[src/pac_pkg.sv]
package pac_pkg;

   // table geometry
   localparam int SET_BITS    = 10;
   localparam int WAYS        = 4;
   localparam int THREADS     = 8;
   localparam int COUNT_WIDTH = 32;

   localparam int WAY_BITS      = $clog2(WAYS);
   localparam int THREAD_BITS   = $clog2(THREADS);
   localparam int ENTRY_BITS    = SET_BITS + WAY_BITS;
   localparam int CNT_ADDR_BITS = ENTRY_BITS + THREAD_BITS;
   localparam int SETS          = 1 << SET_BITS;
   localparam int CNT_DEPTH     = 1 << CNT_ADDR_BITS;

   // field widths
   localparam int ADDR_WIDTH   = 48;
   localparam int TAG_WIDTH    = 48;
   localparam int THREAD_WIDTH = 3;
   localparam int INDEX_WIDTH  = 12;
   localparam int SLOT_WIDTH   = 12;
   localparam int RCOUNT_WIDTH = 32;
   localparam int PAGES_WIDTH  = 13;
   localparam int FAIL_WIDTH   = 32;
   localparam int PN_WIDTH     = 32;
   localparam int SHIFT_WIDTH  = 6;
   localparam int ROW_WIDTH    = WAYS * TAG_WIDTH;

   localparam logic [PN_WIDTH-1:0]    HASH_MULT   = 32'h9e37_0001;
   localparam logic [SHIFT_WIDTH-1:0] SHIFT_RESET = 6'd12;
   localparam logic [PAGES_WIDTH-1:0] PAGES_MAX   = '1;

   // register map
   localparam int CSR_ADDR_BITS  = 3;
   localparam int CSR_DATA_WIDTH = 32;
   localparam logic CSR_PAGE_SHIFT = 1'b0;

   localparam logic MODE_ACCESS = 1'b0;
   localparam logic MODE_READ   = 1'b1;

   typedef enum logic [1:0] {
      STATUS_HIT   = 2'd0,
      STATUS_ALLOC = 2'd1,
      STATUS_DROP  = 2'd2,
      STATUS_READ  = 2'd3
   } status_type;

   typedef enum logic [2:0] {
      ST_CLEAR,
      ST_IDLE,
      ST_HASH,
      ST_TAG,
      ST_MATCH,
      ST_COUNT
   } state_type;

   typedef logic [WAYS-1:0][TAG_WIDTH-1:0] row_type;

   typedef struct packed {
      logic                hit;
      logic                free;
      logic [WAY_BITS-1:0] way;
   } match_type;

endpackage

[src/pac_match.sv]
module pac_match import pac_pkg::*; (
   input  row_type                row,
   input  logic [TAG_WIDTH-1:0]   page_base,
   output match_type              result
);

   logic                free_found;
   logic [WAY_BITS-1:0] free_way;

   // first way holding the page wins; else the first empty way
   always_comb begin
      result     = '0;
      free_found = 1'b0;
      free_way   = '0;
      for (int w = 0; w < WAYS; w++) begin
         if (!result.hit && row[w] == page_base) begin
            result.hit = 1'b1;
            result.way = WAY_BITS'(w);
         end
         if (!free_found && row[w] == '0) begin
            free_found = 1'b1;
            free_way   = WAY_BITS'(w);
         end
      end
      result.free = free_found;
      if (!result.hit) begin
         result.way = free_way;
      end
   end

endmodule

[config.mk]
export PLATFORM = sky130hd
export DESIGN_NAME = pac_match
export DESIGN_NICKNAME = d
export VERILOG_FILES = /design/src/pac_pkg.sv /design/src/pac_match.sv
export SDC_FILE = /design/constraint.sdc
export NUM_CORES = 1
export LEC_CHECK = 0
export ABC_AREA = 1
export BUFFER_PORTS_ARGS = -buffer_cell sky130_fd_sc_hd__buf_2
export CAP_MARGIN = 20
export CORE_AREA = 2 2 94 96
export DETAILED_ROUTE_END_ITERATION = 16
export DIE_AREA = 0 0 96 98
export PLACE_DENSITY = 0.85
export SYNTH_ARGS = -nofsm -noshare
export SYNTH_HDL_FRONTEND = slang
export SYNTH_SLANG_ARGS = --single-unit
[constraint.sdc]
create_clock -name vclk -period 3.3
set_clock_uncertainty 0.1 [all_clocks]
set_input_delay 0.165 -clock vclk [all_inputs]
set_output_delay 0.165 -clock vclk [all_outputs]
set_load 0.005 [all_outputs]
==> flow_summary.yaml <==
layout:
  ff_latch_area_um2: 0
  layout-drive-gt1-share_pct: 29.54
  nFillCells: 889
  synthToLayoutAreaGrowth_pct: 25.69
  nClkBuffers: 0
  final_cell_mix: "buf_2, nand2_1, nor2_1"
  design.seq.count: 0
  antenna-diode-count: 0
  final_common_cell: "buf_2"
  stdcell_count: 995
  nets: 1129
placement:
  portBuffers: 244
  place_hpwl_um: 11490
  dp_slack_ps: 1477
  gp_congestion: 0.9192
  dp.cells: 995
timing:
  fmax_mhz: 561.8
  min_period_ps: 1780
  worstMarginPinSlew_ps: 352.0
  setup_violations: 0
  fin_tns_setup_ps: 0
  rsz0062_at_grt: "no"
  setup_slack_ps: 1520
  period_share_pct: 53.94
  hold_viol_final: 0
  drv_slew: 0
  slew_headroom_pct: 76.32
synth:
  yosys_warnings: 0
  synth_cell_type_count: 18
  yosysTopAreaCellShare_pct: 34.12
  synth_compound_area_share_pct: 0.3294
  netlist_area_mm2: 0.003799
  synth-simple-area-share_pct: 44.50
  synth_top_family_by_area: "simple AND/OR/NAND/NOR gates"
  synthXorXnorAreaFrac_pct: 40.12
  yosys.area.top_type: "xnor2_1"
  syn_nets: 922
  syn-instance-count: 682
  ys_seq_area_share_pct: 0
  synthMuxAreaShare_pct: 0
  yosys-top-cells-area: "xnor2_1, nand2_1, nor2_1"
  syn_area_per_cell_um2: 5.570
  synthAdderAreaFrac_pct: 0
routing:
  drc_errors: 0
  vias: 4587
  routed_wl_um: 12250
  drtPass1Iterations: 4
  wl_per_cell_um: 12.31
  viasPerCell: 4.610
  antenna_left: 0
  drt_iter0_drc: 94
critical_path:
  crit_slowest_cell: "a21boi_0"
  critPathKind: "primary input to output port"
  crit_required_ps: 3030
  worstSetupStartpointType: "primary input"
  critPathBufInv: 2
  crit_family: "simple AND/OR/NAND/NOR gates"
  cp.arrival_ps: 1510
  cp_max_fo: 2
  worst-path-stages: 11
  endpoint_kind: "output port"
  slowest_delay_ps: 200
  path_cells: "buf_2, nor2_1, nand4_1, nor2_1, nand3_1, nor2_1, nand2_1, a21boi_0, nand2_1, nand2_1, buf_2"
pwr:
  ir_worst_vdd_uv: 74.89
  p_leak_nw: 2.393
  p_total_uw: 589.1
  powerDensity_mw_per_mm2: 123.4
die:
  dieArea_mm2: 0.009408
  die_h_um: 98
  io_pins: 244
  coreArea_mm2: 0.008466
  die_w_um: 96
  initial_core_util_pct: 44.87
  rows: 34
run_status:
  status: "complete, no violations"
min_path:
  hold_depth: 10
  hp-class: "primary input to output port"
flow_run:
  maxCapViolCount: 0
global_routing:
  grt_antenna_before_repair: 0
  grtUsageTotal_pct: 25.06
  grt_pass1_wl_um: 19000
  grt_overflow: 0
  grt_max_degree: 6
  grt_pass1_vias: 4473
clock_tree:
  hold_buffers: 0
  cts_resized: 0
  cts_setup_buffers: 0
[routing by layer]
metal | GRT usage (%) | routed length (um) | part of all wire, % | vias up
li1 | - | - | - | 2434
met1 | 28.71 | 5023 | 41 | 1959
met2 | 48.72 | 6234 | 51 | 178
met3 | 2.546 | 785 | 6.4 | 16
met4 | 4.835 | 208 | 1.7 | 0
met5 | 0 | 0 | 0 | -
[power breakdown]
group | total (mW) | leakage, nW | switching, mW | internal, mW
clock | 0 | 0 | 0 | 0
sequential | 0 | 0 | 0 | 0
combinational | 0.589 | 2.39 | 0.290 | 0.299
total | 0.589 | 2.39 | 0.290 | 0.299
[final cells by class]
type	count	area, um2	area share [%]
multi-input combinational	592	3227	67.58
timing repair buffer	244	1221	25.58
inverter	51	191.4	4.009
tap	108	135.1	2.830
[synth_stat cells]
cell type / instances
nor2_2: 3
nor2_1: 153
inv_1: 50
nand4_1: 13
xnor2_2: 14
buf_2: 3
nor3_1: 2
a21boi_0: 1
nand2_1: 233
nor4_1: 7
inv_2: 1
buf_6: 28
clkbuf_2: 4
o21ai_1: 1
or2_0: 2
buf_4: 4
xnor2_1: 148
nand3_1: 15
[final timing paths]
check,to,start
setup / recovery,result[0],row[174]
hold / removal,result[0],row[38]
[logic make-up (layout without fill, tap and decap cells)]
group           Yosys count  in the layout
compound gates            2              2
xor+xnor                162            162
buf+inv                  90            295
simple gates            428            428
[metrics by stage]
step / hold slack (ps) / area, um2 / utilization [%]
2_1_floorplan: 553.2 / 3799 / -
3_3_place_gp: 869.7 / 4775 / 56.40
3_5_place_dp: 875.2 / 4775 / 56.40
4_1_cts: 877.0 / 4775 / 56.40
5_1_grt: 914.1 / 4775 / 56.40
6_report: 868.4 / 4775 / 56.40
[tightest hold or removal path, delay by kind of cell]
family	cells	cell delay [ps]
and+or+nand+nor	7	360
buffers and inverters	2	200
xor gates and xnor gates	1	60
(Power assumes the default switching activity.)
